[src/design/wmm_pkg.sv]
// ----------------------------------------------------------------------------
// wmm_pkg : shared types and constants of the window median/min/max filter
// Request payloads of both channels and the control word of the cell chain.
// ----------------------------------------------------------------------------
`timescale 1ns / 1ps
`default_nettype none

package wmm_pkg;

    // sample width, fixed by the request payload
    localparam int SAMPLE_BITS = 16;
    // default window length
    localparam int WINDOW_DEF  = 3;

    typedef logic signed [SAMPLE_BITS-1:0] sample_t;

    // input request
    typedef struct packed {
        sample_t sample;
        logic    frame_end;
    } in_req_t;

    // result request
    typedef struct packed {
        sample_t median_value;
        sample_t min_value;
        sample_t max_value;
        logic    last_of_frame;
    } out_req_t;

    // control word broadcast to every cell
    typedef struct packed {
        logic shift;  // drop the oldest sample, insert the new one
        logic clear;  // reload the window with zeros
    } cell_ctrl_t;

endpackage

`default_nettype wire

[src/design/window_median_min_max_filter.sv]
// Latency: the result for a window is shown in the cycle after the sample that
//   completes it is accepted; outputs lag the input stream by WINDOW/2 samples.
// Throughput: one sample per cycle while no result is stalled and no flush runs;
//   a frame-end sample starts a flush of the window in which no sample is taken.
// Reset: synchronous, active low; window cleared to zeros, no result pending.
// ----------------------------------------------------------------------------
// window_median_min_max_filter : sliding window median / min / max
// Keeps the window sorted in a row of cells and registers one result request.
// ----------------------------------------------------------------------------
`timescale 1ns / 1ps
`default_nettype none

module window_median_min_max_filter #(
    parameter int WINDOW = wmm_pkg::WINDOW_DEF
) (
    input  wire                aclk,
    input  wire                aresetn,
    input  wire                s_valid,
    output logic               s_ready,
    input  wmm_pkg::in_req_t   s_data,
    output logic               m_valid,
    input  wire                m_ready,
    output wmm_pkg::out_req_t  m_data
);
    import wmm_pkg::*;

    localparam int RIGHT = WINDOW / 2;
    localparam int FW    = $clog2(RIGHT + 2);
    localparam int KW    = $clog2(RIGHT + 1);
    localparam int SW    = $clog2(2 * RIGHT + 2);

    logic [FW-1:0] fill_reg, fill_next, fill_inc;
    logic [KW-1:0] step_reg, step_next;
    logic          flush_reg, flush_next;
    logic          m_valid_reg, m_valid_next;
    out_req_t      out_reg;

    logic       slot_free, take_in, flush_step, last_step, emit;
    cell_ctrl_t ctrl;
    sample_t    x, min_n, med_n, max_n;

    // handshake and step control
    always_comb begin
        slot_free  = !m_valid_reg || m_ready;
        s_ready    = !flush_reg && slot_free;
        take_in    = s_valid && s_ready;
        flush_step = flush_reg && slot_free;
        last_step  = flush_step && (step_reg == KW'(RIGHT));
        fill_inc   = (fill_reg == FW'(RIGHT + 1)) ? fill_reg : fill_reg + FW'(1);
        x          = take_in ? s_data.sample : '0;
        ctrl.shift = take_in || flush_step;
        ctrl.clear = last_step;
        if (take_in) begin
            emit = fill_inc > FW'(RIGHT);
        end else begin
            emit = flush_step && ((SW'(fill_reg) + SW'(step_reg)) >= SW'(RIGHT + 1));
        end
    end

    // frame fill and flush sequencing
    always_comb begin
        fill_next  = fill_reg;
        step_next  = step_reg;
        flush_next = flush_reg;
        if (take_in) begin
            fill_next = fill_inc;
            if (s_data.frame_end) begin
                flush_next = 1'b1;
                step_next  = KW'(1);
            end
        end else if (flush_step) begin
            step_next = step_reg + KW'(1);
            if (last_step) begin
                flush_next = 1'b0;
                fill_next  = '0;
            end
        end
    end

    always_comb begin
        if (emit) begin
            m_valid_next = 1'b1;
        end else if (m_ready) begin
            m_valid_next = 1'b0;
        end else begin
            m_valid_next = m_valid_reg;
        end
    end

    always_ff @(posedge aclk) begin
        if (!aresetn) begin
            fill_reg    <= '0;
            step_reg    <= '0;
            flush_reg   <= 1'b0;
            m_valid_reg <= 1'b0;
        end else begin
            fill_reg    <= fill_next;
            step_reg    <= step_next;
            flush_reg   <= flush_next;
            m_valid_reg <= m_valid_next;
        end
    end

    // result register
    always_ff @(posedge aclk) begin
        if (emit) begin
            out_reg.median_value  <= med_n;
            out_reg.min_value     <= min_n;
            out_reg.max_value     <= max_n;
            out_reg.last_of_frame <= last_step;
        end
    end

    wmm_chain #(
        .WINDOW (WINDOW)
    ) u_chain (
        .aclk     (aclk),
        .aresetn  (aresetn),
        .ctrl     (ctrl),
        .x        (x),
        .min_next (min_n),
        .med_next (med_n),
        .max_next (max_n)
    );

    assign m_valid = m_valid_reg;
    assign m_data  = out_reg;

endmodule

`default_nettype wire

[src/design/wmm_cell.sv]
// ----------------------------------------------------------------------------
// wmm_cell : one slot of the sorted window
// Holds a value and its age; on a shift it takes its own value, a neighbour's
// value or the new sample so that the row stays sorted ascending.
// ----------------------------------------------------------------------------
`timescale 1ns / 1ps
`default_nettype none

module wmm_cell #(
    parameter int WINDOW = wmm_pkg::WINDOW_DEF,
    parameter int INDEX  = 0,
    parameter int AW     = $clog2(WINDOW)
) (
    input  wire                  aclk,
    input  wire                  aresetn,
    input  wmm_pkg::cell_ctrl_t  ctrl,
    input  wmm_pkg::sample_t     x,
    // left neighbour (lower values)
    input  wmm_pkg::sample_t     left_val,
    input  wire [AW-1:0]         left_age,
    input  wire                  left_h,
    input  wire                  left_d,
    // right neighbour (higher values)
    input  wmm_pkg::sample_t     right_val,
    input  wire [AW-1:0]         right_age,
    input  wire                  right_g,
    // own state and chain signals
    output wmm_pkg::sample_t     val,
    output logic [AW-1:0]        age,
    output logic                 h,
    output logic                 d,
    output logic                 g,
    output wmm_pkg::sample_t     nval
);
    import wmm_pkg::*;

    sample_t       val_reg, val_next;
    logic [AW-1:0] age_reg, age_next;
    sample_t       rem_val, prev_val;
    logic [AW-1:0] rem_age, prev_age;

    // removal point and insertion point
    always_comb begin
        d = left_d | (age_reg == AW'(WINDOW - 1));
        g = val_reg > x;
        if (INDEX == WINDOW - 1) begin
            h = 1'b1;
        end else begin
            h = d ? right_g : g;
        end
    end

    // neighbour values once the oldest entry is taken out
    always_comb begin
        rem_val  = d ? right_val : val_reg;
        rem_age  = d ? right_age : age_reg;
        prev_val = left_d ? val_reg : left_val;
        prev_age = left_d ? age_reg : left_age;
    end

    // new slot contents
    always_comb begin
        if (left_h) begin
            val_next = prev_val;
            age_next = prev_age + AW'(1);
        end else if (h) begin
            val_next = x;
            age_next = '0;
        end else begin
            val_next = rem_val;
            age_next = rem_age + AW'(1);
        end
    end

    always_ff @(posedge aclk) begin
        if (!aresetn || ctrl.clear) begin
            val_reg <= '0;
            age_reg <= AW'(INDEX);
        end else if (ctrl.shift) begin
            val_reg <= val_next;
            age_reg <= age_next;
        end
    end

    assign val  = val_reg;
    assign age  = age_reg;
    assign nval = val_next;

endmodule

`default_nettype wire

[src/design/wmm_chain.sv]
// ----------------------------------------------------------------------------
// wmm_chain : row of sorted window cells
// Links WINDOW cells and taps the post-shift minimum, median and maximum.
// ----------------------------------------------------------------------------
`timescale 1ns / 1ps
`default_nettype none

module wmm_chain #(
    parameter int WINDOW = wmm_pkg::WINDOW_DEF
) (
    input  wire                  aclk,
    input  wire                  aresetn,
    input  wmm_pkg::cell_ctrl_t  ctrl,
    input  wmm_pkg::sample_t     x,
    output wmm_pkg::sample_t     min_next,
    output wmm_pkg::sample_t     med_next,
    output wmm_pkg::sample_t     max_next
);
    import wmm_pkg::*;

    localparam int AW = $clog2(WINDOW);

    sample_t       val  [WINDOW];
    sample_t       nval [WINDOW];
    logic [AW-1:0] age  [WINDOW];
    logic          h    [WINDOW];
    logic          d    [WINDOW];
    logic          g    [WINDOW];

    for (genvar i = 0; i < WINDOW; i++) begin : g_cell
        sample_t       lv, rv;
        logic [AW-1:0] la, ra;
        logic          lh, ld, rg;

        // neighbour links, tied off at both ends of the row
        if (i == 0) begin : g_first
            assign lv = '0;
            assign la = '0;
            assign lh = 1'b0;
            assign ld = 1'b0;
        end else begin : g_left
            assign lv = val[i-1];
            assign la = age[i-1];
            assign lh = h[i-1];
            assign ld = d[i-1];
        end
        if (i == WINDOW - 1) begin : g_last
            assign rv = '0;
            assign ra = '0;
            assign rg = 1'b0;
        end else begin : g_right
            assign rv = val[i+1];
            assign ra = age[i+1];
            assign rg = g[i+1];
        end

        wmm_cell #(
            .WINDOW (WINDOW),
            .INDEX  (i),
            .AW     (AW)
        ) u_cell (
            .aclk      (aclk),
            .aresetn   (aresetn),
            .ctrl      (ctrl),
            .x         (x),
            .left_val  (lv),
            .left_age  (la),
            .left_h    (lh),
            .left_d    (ld),
            .right_val (rv),
            .right_age (ra),
            .right_g   (rg),
            .val       (val[i]),
            .age       (age[i]),
            .h         (h[i]),
            .d         (d[i]),
            .g         (g[i]),
            .nval      (nval[i])
        );
    end

    assign min_next = nval[0];
    assign med_next = nval[WINDOW/2];
    assign max_next = nval[WINDOW-1];

endmodule

`default_nettype wire

[config.mk]
export PLATFORM = sky130hd
export DESIGN_NAME = window_median_min_max_filter
export DESIGN_NICKNAME = d
export VERILOG_FILES = /design/src/design/wmm_pkg.sv /design/src/design/window_median_min_max_filter.sv /design/src/design/wmm_cell.sv /design/src/design/wmm_chain.sv
export SDC_FILE = /design/constraint.sdc
export NUM_CORES = 1
export LEC_CHECK = 0
export ABC_CLOCK_PERIOD_IN_PS = 13700
export BUFFER_PORTS_ARGS = -buffer_cell sky130_fd_sc_hd__buf_2
export CORE_ASPECT_RATIO = 0.7
export CORE_MARGIN = 2
export CORE_UTILIZATION = 63
export DETAILED_ROUTE_END_ITERATION = 8
export PLACE_DENSITY = 0.85
export SETUP_SLACK_MARGIN = 0.3
export SLEW_MARGIN = 20
export SYNTH_ARGS = -nofsm -noshare
export SYNTH_HDL_FRONTEND = slang
export SYNTH_SLANG_ARGS = --single-unit
[constraint.sdc]
create_clock -name aclk -period 13.7 [get_ports aclk]
set_input_delay 2.055 -clock aclk [delete_from_list [all_inputs] [get_ports aclk]]
set_output_delay 2.055 -clock aclk [all_outputs]
set_load 0.005 [all_outputs]
======== After elaboration in Yosys (flattened, before gate mapping) ========
Cells that the tools add are included.
storage, ports and cells
  bits of input ports ..................... 21
  bits in registers ....................... 108
  logic and storage cells ................. 74
cells by class
  equal/unequal tests ..................... 4
  add/subtract/negate cells ............... 5
  bitwise gates (word level) .............. 1
  order comparisons ....................... 5
  reductions and logical operators ........ 17
  mux-type cells .......................... 28
operators by type and width
  cell                                                                  count
  16-bit two-way mux                                                    7
  16-bit > comparator                                                   3
  2-bit two-way mux                                                     10
  1-bit two-way mux                                                     11
  2-bit by 1-bit adder with 2-bit output, second input constant         3
  2-bit equality test, second input constant                            3
  2-bit nonzero test                                                    3
  1-bit logical AND                                                     5
  2-bit AND reduction                                                   2
  1-bit logical NOT                                                     3
  1-bit logical OR                                                      3
  3-bit AND reduction                                                   1
  2-bit by 1-bit adder with 2-bit output                                1
  2-bit >= comparator, second input constant                            1
  2-bit by 1-bit > comparator with 1-bit output, second input constant  1
  2-bit inequality test, second input constant                          1
  1-bit adder, second input constant                                    1
  1-bit OR                                                              1

======== Depth between registers and ports, before layout ========
Gate-level depths: netlist of the first run.
  depth after elaboration ................. 9
  depth in mapped cells ................... 16

======== Modules after synthesis ========
Synthesis of the first run repeated with hierarchy kept, for this count alone.
unflattened totals
  cell total of the unflattened synthesis .. 841
  area, all modules ....................... 7292.0 um^2
by module, submodules not included
  module                                area an instance (um^2)  instances  cells each  seq. area each (um^2)
  wmm_cell at u_chain.g_cell[1].u_cell  2039.5                   1          285         360.3
  window_median_min_max_filter          1926.8                   1          108         1571.5
  wmm_cell at u_chain.g_cell[0].u_cell  1876.8                   1          265         360.3
  wmm_cell at u_chain.g_cell[2].u_cell  1445.1                   1          182         360.3
  wmm_chain                             3.8                      1          1           0.0

======== Worst setup path after synthesis of the first run ========
No wires, ideal clock.
  path kind ............................... in2reg
  start point ............................. input m_ready
  end point ............................... register out_reg (netlist bit m_data[0]) (enable)
  arrival time ............................ 5805 ps
  path buffers ............................ 0
  required time ........................... 13174 ps
  stages on the path ...................... 3
  setup slack ............................. 7369 ps
  path through ............................ nand2b_1 -> nand2_1 -> o21ai_0
on the way
  longest elaborated chain between the ends .. 4
RTL lines
  what                                         RTL line                                                                text
  start, declared                              window_median_min_max_filter.sv:22                                      input wire m_ready,
  1-bit logical OR *                           window_median_min_max_filter.sv:44                                      slot_free = !m_valid_reg || m_ready;
  1-bit logical AND, on equally long branches  window_median_min_max_filter.sv:47, window_median_min_max_filter.sv:45
  1-bit logical AND, on equally long branches  window_median_min_max_filter.sv:56, window_median_min_max_filter.sv:46
  1-bit two-way mux *                          window_median_min_max_filter.sv:53                                      if (take_in) begin
  net emit                                     window_median_min_max_filter.sv:38                                      logic slot_free, take_in, flush_step, last_step, emit;
  end, declared                                window_median_min_max_filter.sv:36                                      out_req_t out_reg;
The timed path passes the listed nets; every way through them passes the cells marked *.
A chain may end at the register's enable or synchronous reset.

======== Worst setup path in the final report of the first run ========
  start point ............................. input m_ready
  end point ............................... register u_chain.g_cell[1].u_cell.val_reg[11]
on the way
  longest elaborated chain between the ends .. 8
RTL lines
  what                  RTL line                            text
  1-bit logical OR *    window_median_min_max_filter.sv:44
  1-bit logical AND     window_median_min_max_filter.sv:45  s_ready = !flush_reg && slot_free;
  1-bit logical AND     window_median_min_max_filter.sv:46  take_in = s_valid && s_ready;
  16-bit two-way mux    window_median_min_max_filter.sv:50  x = take_in ? s_data.sample : '0;
  16-bit > comparator   wmm_cell.sv:45                      g = val_reg > x;
  1-bit two-way mux     wmm_cell.sv:49                      h = d ? right_g : g;
  16-bit two-way mux    wmm_cell.sv:66                      end else if (h) begin
  16-bit two-way mux    wmm_cell.sv:63                      if (left_h) begin
  end signal, assigned  wmm_cell.sv:80                      val_reg <= val_next;
  end, declared         wmm_cell.sv:37                      sample_t val_reg, val_next;
Mark *: on every way between the ends. The rest lies on a longest branch, timed or not.

==> results.md, run 1 <==
- Outcome: finished, final reports clean
- Antenna fix cells: 0
- FP Rows: 29
- CORE AREA: 9107 um2
- Die area: 10190 um2
- Total wire length: 14390 um
- Final GP Congestion: 0.9063
- Reg2reg start: m_valid
- Most frequent cells in the layout: 79 x mux2i_1, 71 x buf_2, 59 x dfxtp_1
- P_leak: 0.002984 uW
- I/O pins: 72
- Clock Latency Late Sink: 0.36 ns
- Syn. warnings: 0
- DRT Pass-1 Iters: 8
- CTS max path bufs: 2
- Worst min-delay path startpoint: fill_reg[1]
- Vias in the first global route: 4591
- Horiz. Die Dim: 119.8 um
- Worst-Margin Slew: 1.008 ns
- Vias/cell: 6.398
- Largest area contributor in the netlist: edfxtp_1
- Slew Viols, Final: 0
- Number of port buffers: 71
- Power per cell area: 154.4 nW/um2
- Syn Std Cell Area: 5911 um2
- Synth cell types: 50
- Number of synthesized register bits: 108
- Async S/R FF share, synth: 0%
- Post-route clock period utilization: 46.78%
- Endpoints failing hold: 0
- Yosys top cell area share: 24.89%
- Slew margin rel.: 32.48%
- Initial DRC count: 398
- Layout cells sized above 1: 20.37%
- CTS root buffer: clkbuf_16
- Design area: 6668 um2
- Routed len/inst: 19.90 um
- Worst VDD drop: 0.0001058 V
- Die height: 85.04 um
- Global-route wire length before repair: 23250 um
- Worst-path clk slew: 0.07 ns
- Fin nets: 664
- TritonCTS clock tree: built
- Syn nets: 601
- Critical Path Start: m_ready
- Clock sinks: 108
- GR Overflow Total: 0
- Pin count of the biggest net entering global routing: 38
- RSZ-0062 raised after global routing: false
- Setup Skew: 0.007164 ns
- EDFF count, synth: 49
- Placed cells: 707
- Post-Syn Instances: 531
- Largest cells by area after synthesis: edfxtp_1 25%, dfxtp_1 20%, mux2i_1 13%, ha_1 10%, nand2_1 3.6%
- Min Tclk post-route: 6.408 ns
- Detailed placer's ending HPWL: 9981 um
- Total number of vias: 4626
- Final setup fails: 0
- Post-route ant nets: 0
- Crit Path Class: in2reg
- Maximum clock frequency: 0.1560 GHz
- Number of max-cap violations: 0
- CTS Buf Count: 9
- CP Max Fanout: 37
- Worst setup SP type: input port
- Seq/Total Area, Yosys: 44.88%
- Final std cells w/o fill: 723
- Dpl cell area: 6359 um2
- Hold/Removal Path Class: reg2reg
- Setup crit end kind: flop
- Setup TNS: 0 ns
- PostCTS Resize Cnt: 0
- Initial Util: 64.90%
- Initial antenna violation count: 0
- Max reg flops: 49
- Synth Flop Type: dfxtp_1
- Setup Buffers After CTS: 0
- Hold buffers post-CTS: 0
- Global Route Usage Sum: 29.39%
- CP required: 13.95 ns
- CP Data Arrival Time: 6.66 ns
- Most common cell after layout, fill and taps aside: mux2i_1
- Syn_area_per_cell: 11.13 um2
- CTS H-tree lvls: 3
- Layout area overhead: 12.81%
- Number of remaining DRC errors: 0
## kinds of logic after synthesis
logic type	synth area share, %
AO/OA/AOI/OAI	15.28
multiplexers	17.00
XOR/XNOR	0.4446
AND/OR/NAND/NOR	9.293
adder cells (fa/ha/maj)	10.37
buffers and inverters	2.731
flip-flops	44.88
## worst max-delay path: stages
cell and delay, ns:
buf_2 0.08, nor2b_1 0.05, nor2_1 0.11, and2_1 0.71, nand2_1 0.33, ha_1 0.46
nand4_1 0.15, or4_1 0.53, o221ai_1 0.21, o2111ai_1 0.28, nand2_4 0.61, nand2_1 0.66
o221ai_1 0.42
## stage by stage
step	setup slack (ns)	util [%]	power, uW	hold slack (ns)
final	7.292	73.21	1029	0.4916
after global routing	7.056	73.21	1071	0.5102
after CTS	7.443	73.21	1022	0.4831
after detailed placement	7.119	69.82	750.1	0.4699
after global placement	7.368	69.82	734.8	0.4535
after floorplan	7.369	-	671.7	0.4424
## layout make-up
class                           instances  area (um2)
Multi-Input combinational cell        387        3113
Sequential cell                       108        2653
Fill cell                             641        2440
Timing Repair Buffer                   76       392.9
Clock buffer                           11       232.7
Tap cell                              124       155.1
Clock inverter                          5       76.32
Inverter                               12       45.04
## routing by layer
metal | up-vias | wire length, um | GRT usage (%)
met5 | - | 0 | 0
met2 | 232 | 6544 | 46.75
met4 | 0 | 314 | 9.840
li1 | 2144 | - | -
met3 | 36 | 1121 | 7.325
met1 | 2214 | 6404 | 39.74
## final timing paths
path	end	slack [ns]	cells past startpoint
worst max register to register	u_chain.g_cell[1].u_cell.val[11]	8.67	12
worst min register to register	fill_reg[1]	0.49	2
worst min-delay path	fill_reg[1]	0.49	2
worst max-delay path	u_chain.g_cell[1].u_cell.val[11]	7.29	13
## power breakdown
group | switching [uW] | internal (uW) | total [uW]
clock | 116 | 159 | 275
sequential | 25.5 | 383 | 409
combinational | 202 | 143 | 345
## synthesized netlist by cell type, types with 2 or more instances
master	instances
a21boi_0	3
a21o_1	7
a21oi_1	21
a221oi_1	2
a22o_1	18
a22oi_1	3
and2_1	2
buf_2	3
buf_4	4
clkbuf_1	16
dfxtp_1	59
edfxtp_1	49
ha_1	49
inv_1	12
mux2_2	17
mux2i_1	79
nand2_1	57
nand2b_1	4
nand3_1	9
nand4_1	8
nor2_1	16
nor2b_1	5
nor3_1	4
o21a_1	2
o21ai_0	24
o21ba_1	7
o21ba_2	8
o221ai_1	17
o22ai_1	2
or4_1	3
xnor2_1	2
(Power assumes the default switching activity.)
==> inputs of run 2 (changes only) <==
--- a/config.mk
+++ b/config.mk
@@ -5,13 +5,13 @@
 export SDC_FILE = /design/constraint.sdc
 export NUM_CORES = 1
 export LEC_CHECK = 0
-export ABC_CLOCK_PERIOD_IN_PS = 13700
+export ABC_CLOCK_PERIOD_IN_PS = 6300
 export BUFFER_PORTS_ARGS = -buffer_cell sky130_fd_sc_hd__buf_2
 export CORE_ASPECT_RATIO = 0.7
 export CORE_MARGIN = 2
-export CORE_UTILIZATION = 63
+export CORE_UTILIZATION = 59
 export DETAILED_ROUTE_END_ITERATION = 8
-export PLACE_DENSITY = 0.85
+export PLACE_DENSITY = 0.81
 export SETUP_SLACK_MARGIN = 0.3
 export SLEW_MARGIN = 20
 export SYNTH_ARGS = -nofsm -noshare
==> constraint.sdc (replaced) <==
create_clock -name aclk -period 6.3 [get_ports aclk]
set_input_delay 0.945 -clock aclk [delete_from_list [all_inputs] [get_ports aclk]]
set_output_delay 0.945 -clock aclk [all_outputs]
set_load 0.005 [all_outputs]
==> run 2 against run 1 <==
Combinational power rose by 120%. Sequential share of layout area fell by 0.16 points. Register-to-register slack got worse by 7.1 ns. Critical path type unchanged.
==> results.md, run 2 (synthesized netlist as in run 1, its figures left out) <==
- Setup ws final: 1.340 ns
- Setup Skew: 0.006510 ns
- Min Tclk post-route: 4.960 ns
- CORE AREA: 9722 um2
- Setup crit end kind: flop
- Slew Viols, Final: 0
- Total Power: 2243 uW
- Seq pwr share: 39.5%
- Worst-Margin Slew: 1.041 ns
- Register area: 2653 um2
- Die height: 87.74 um
- Post-route ant nets: 0
- Most frequent cells in the layout: 79 x mux2i_1, 71 x buf_2, 59 x dfxtp_1
- Initial Util: 60.80%
- Final GP Congestion: 0.9036
- Worst path cell trace: buf_2 -> nor2b_1 -> nor2_1 -> and2_1 -> nand2_1 -> ha_1 -> a21oi_1 -> o21ai_0 -> a221o_1 -> a211o_1 -> mux2i_4 -> nand2_4 -> buf_4 -> or4_1 -> a21oi_1
- Crit Path Class: in2reg
- Routed len/inst: 19.35 um
- Detailed placer's ending HPWL: 9610 um
- CP Data Arrival Time: 5.24 ns
- Buffer and inverter count on the worst path: 2
- Number of port buffers: 71
- Clock sinks: 108
- Number of remaining DRC errors: 0
- Clock power frac: 27.3%
- Fin nets: 665
- CTS max path bufs: 2
- Hold/Removal Path Class: reg2reg
- Clock Latency Late Sink: 0.35 ns
- Global Route Usage Sum: 27.75%
- Global-route wire length before repair: 23050 um
- Logic pwr share: 33.2%
- Hold buffers post-CTS: 0
- Worst VDD drop: 0.0002210 V
- Layout area overhead: 13.27%
- CP Max Fanout: 21
- Power per cell area: 335.1 nW/um2
- Layout cells sized above 1: 21.00%
- Total wire length: 14090 um
- Final setup fails: 0
- Total number of vias: 4543
- Multi-input combinational cell area: 3113 um2
- Setup Buffers After CTS: 0
- Outcome: finished, final reports clean
- Post-route clock period utilization: 78.73%
- Worst-path clk slew: 0.07 ns
- Number of max-cap violations: 0
- Worst path slowest cell: and2_1
- Vias in the first global route: 4568
- Internal power: 1494 uW
- P_leak: 0.002998 uW
- Pin count of the biggest net entering global routing: 51
- CP required: 6.58 ns
- Crit-path leading delay family: simple AND/OR/NAND/NOR gates
- Endpoints failing hold: 0
- Die area: 10850 um2
- Worst setup SP type: input port
- Initial DRC count: 528
- Max reg flops: 49
- Worst path max stage delay: 0.68 ns
- CTS root buffer: clkbuf_16
- R2r setup slk: 1.61 ns
- I/O pins: 72
- Net Sw Power: 749.4 uW
- TritonCTS clock tree: built
- GR Overflow Total: 0
- Net Sw Frac: 33.41%
- Horiz. Die Dim: 123.6 um
- CTS H-tree lvls: 3
- Placement Setup Slack: 1.017 ns
- Antenna fix cells: 0
- Vias/cell: 6.240
- RSZ-0062 raised after global routing: false
- Finished Core Util: 68.87%
- Slew margin rel.: 30.51%
- DRT Pass-1 Iters: 5
- Maximum clock frequency: 0.2016 GHz
- PostCTS Resize Cnt: 0
- Most common cell after layout, fill and taps aside: mux2i_1
- Initial antenna violation count: 0
- CTS Buf Count: 9
- FP Rows: 30
- CP dominant cell by count: a21oi_1
- # fillers: 703
- Setup TNS: 0 ns
==> run 2: per-layer routing <==
layer	global-route usage (%)	up-vias	wire length, um	part of all wire [%]
met5	0	-	0	0
met4	9.504	0	182	1.3
met2	43.76	160	6503	46
met3	5.534	14	809	5.7
met1	38.45	2214	6590	47
li1	-	2155	-	-
==> run 2: worst min-delay path: stages (launching register included) <==
cell	delay, ns
dfxtp_1	0.31
nand2_1	0.05
a21boi_0	0.07
==> run 2: worst paths after layout <==
| kind | from | end | cells past startpoint |
|---|---|---|---|
| worst max register to register | m_valid | u_chain.g_cell[1].u_cell.age[1] | 14 |
| worst min-delay path | fill_reg[1] | fill_reg[1] | 2 |
| worst min register to register | fill_reg[1] | fill_reg[1] | 2 |
| worst max-delay path | m_ready | u_chain.g_cell[1].u_cell.age[1] | 15 |
==> run 2: per-stage QoR <==
step	hold slack, ns	cells	cell area [um2]
floorplan	0.4424	531	5911
global placement	0.4554	712	6371
detailed placement	0.4614	712	6371
CTS	0.4753	728	6695
global route	0.5166	728	6695
finish	0.4799	728	6695
==> run 2: cell type report <==
cell class	instances	share of cell area [%]
flip-flops and latches	108	39.62
clock inverters	7	1.476
clock buffers	9	3.364
well taps	128	2.392
repair buffers	77	5.980
multi-input cells	387	46.50
inverters	12	0.6728
==> run 2: power by group through the flow <==
stage               sequential, uW  clock (uW)  combinational [uW]
floorplan                      894           0                 567
global placement               897           0                 706
detailed placement             899           0                 731
CTS                            885         620                 737
global route                   895         647                 811
finish                         886         613                 744
==> inputs of run 3 (changes only) <==
--- a/config.mk
+++ b/config.mk
@@ -5,13 +5,13 @@
 export SDC_FILE = /design/constraint.sdc
 export NUM_CORES = 1
 export LEC_CHECK = 0
-export ABC_CLOCK_PERIOD_IN_PS = 6300
+export ABC_CLOCK_PERIOD_IN_PS = 4000
 export BUFFER_PORTS_ARGS = -buffer_cell sky130_fd_sc_hd__buf_2
 export CORE_ASPECT_RATIO = 0.7
 export CORE_MARGIN = 2
-export CORE_UTILIZATION = 59
+export CORE_UTILIZATION = 53
 export DETAILED_ROUTE_END_ITERATION = 8
-export PLACE_DENSITY = 0.81
+export PLACE_DENSITY = 0.77
 export SETUP_SLACK_MARGIN = 0.3
 export SLEW_MARGIN = 20
 export SYNTH_ARGS = -nofsm -noshare
==> constraint.sdc (replaced) <==
create_clock -name aclk -period 4 [get_ports aclk]
set_input_delay 0.6 -clock aclk [delete_from_list [all_inputs] [get_ports aclk]]
set_output_delay 0.6 -clock aclk [all_outputs]
set_load 0.005 [all_outputs]
==> run 3 against run 2 <==
Final area grew 8.8%. Largest power group is now combinational cells. Largest cell class unchanged. Power is 75% higher. Critical path type is now reg2reg. Register-to-register slack worse by 1.3 ns. Critical endpoint is now m_data[48]. Clock power rose by 55%.
==> results.md, run 3 (synthesized netlist as in run 1, its figures left out) <==
- CP Max Fanout: 6
- Post-route ant nets: 0
- GR Overflow Total: 0
- Layout area overhead: 23.24%
- Final std cells w/o fill: 785
- Die height: 92.36 um
- Setup Skew: 0.008915 ns
- Post-route clock period utilization: 92.47%
- Number of remaining DRC errors: 0
- Horiz. Die Dim: 130.2 um
- Routed len/inst: 20.12 um
- I/O pins: 72
- Initial DRC count: 471
- Most frequent cells in the layout: 74 x mux2i_1, 71 x buf_2, 59 x dfxtp_1
- Worst setup SP type: flop
- Crit Path Class: reg2reg
- CTS Buf Count: 9
- Clock sinks: 108
- Final setup fails: 0
- Maximum clock frequency: 0.2704 GHz
- Detailed placer's ending HPWL: 10410 um
- Dpl cell area: 6575 um2
- Hold/Removal Path Class: reg2reg
- Worst VDD drop: 0.0002357 V
- CP required: 4.20 ns
- Min Tclk post-route: 3.699 ns
- Worst-Margin Slew: 0.8851 ns
- DRT Pass-1 Iters: 7
- Antenna fix cells: 0
- CP Data Arrival Time: 3.90 ns
- Power per cell area: 537.6 nW/um2
- Global-route wire length before repair: 23420 um
- Most common cell after layout, fill and taps aside: mux2i_1
- CORE AREA: 10930 um2
- Hold buffers post-CTS: 0
- Worst-path clk slew: 0.07 ns
- Pin count of the biggest net entering global routing: 31
- Vias in the first global route: 4601
- TritonCTS clock tree: built
- Initial Util: 54.08%
- Setup crit end kind: flop
- Die area: 12030 um2
- Number of max-cap violations: 0
- Global Route Usage Sum: 25.19%
- Outcome: finished, final reports clean
- Total number of vias: 4784
- Fin nets: 697
- Slew margin rel.: 40.99%
- CTS H-tree lvls: 3
- Number of port buffers: 71
- Worst path slowest cell: nor4_2
- P_leak: 0.003231 uW
- RSZ-0062 raised after global routing: false
- Slew Viols, Final: 0
- CTS root buffer: clkbuf_16
- # fillers: 832
- Buffer and inverter count on the worst path: 3
- Crit-path leading delay family: simple AND/OR/NAND/NOR gates
- Worst path max stage delay: 0.41 ns
- Layout cells sized above 1: 29.27%
- Final GP Congestion: 0.8974
- FP Rows: 32
- Max reg flops: 49
- CTS max path bufs: 2
- Endpoints failing hold: 0
- Design area: 7284 um2
- Multi-input combinational cell area: 3337 um2
- Initial antenna violation count: 0
- Setup TNS: 0 ns
- Worst path cell trace: nor2b_1 -> nor2_2 -> and2_4 -> buf_12 -> nand2_2 -> ha_4 -> nand4_1 -> buf_4 -> nor4_2 -> nor2_1 -> mux2_4 -> nor2_8 -> clkbuf_16 -> mux2_2 -> mux2i_1
- Total wire length: 15790 um
- Clock Latency Late Sink: 0.36 ns
- Register area: 2653 um2
- Vias/cell: 6.094
- Placed cells: 757
[run 3: cell types whose count changed in the layout (fill, tap and decap cells not counted), moves of 3 or more]
cell and change:
buf_12 +3, buf_4 +21, buf_6 +3, clkbuf_16 +3
ha_1 -7, ha_4 +7, mux2i_1 -5, mux2i_2 +5
nand2_1 -9, nand2_4 +7
[run 3: worst register-to-register path: cells and delay by family, from the launching register on]
family | cells | cell delay, ns
muxes | 3 | 0.80
DFF | 1 | 0.32
buffers and inverters | 3 | 0.56
adders and majority gates | 1 | 0.29
and+or+nand+nor | 8 | 1.59
[run 3: worst paths after layout]
check	from	to	slack, ns	cells after the start
min reg2reg	fill_reg[1]	fill_reg[1]	0.49	2
min	fill_reg[1]	fill_reg[1]	0.49	2
max	m_valid	m_data[48]	0.30	15
max reg2reg	m_valid	m_data[48]	0.30	15
[run 3: cell type report]
cell class / count / area share [%]
Clock buffer: 9 / 3.092
Inverter: 12 / 0.6183
Clock inverter: 7 / 1.254
Sequential cell: 108 / 36.41
Multi-Input combinational cell: 388 / 45.81
Timing Repair Buffer: 108 / 10.19
Tap cell: 153 / 2.628
[run 3: report_power, final]
group | internal (uW) | switching (uW)
logic | 745 | 820
registers | 1310 | 92.1
clock network | 545 | 403
[run 3: stage by stage]
step | utilization [%] | total power (uW) | hold WS, ns | worst slack, ns
finish | 66.64 | 3916 | 0.4856 | 0.3012
global route | 66.64 | 4074 | 0.4951 | 0.2268
CTS | 63.10 | 3642 | 0.4769 | 0.3059
detailed placement | 60.15 | 2688 | 0.4641 | -0.2273
global placement | 60.15 | 2649 | 0.4550 | -0.1190
floorplan | - | 2298 | 0.4424 | 0.3246
[run 3: per-layer routing]
metal  track usage (%)  up-vias  routed length, um
met2             38.09      233               7193
met5                 0        -                  0
met4             7.975        0                277
met3             5.084       31               1184
met1             36.34     2311               7138
li1                  -     2209                  -
[run 3: what timing repair did]
action	in CTS	in global routing
cloned	0	4
buffers inserted	0	8
resized for setup	3	47
setup endpoints to repair	95	89
pin swaps	0	7
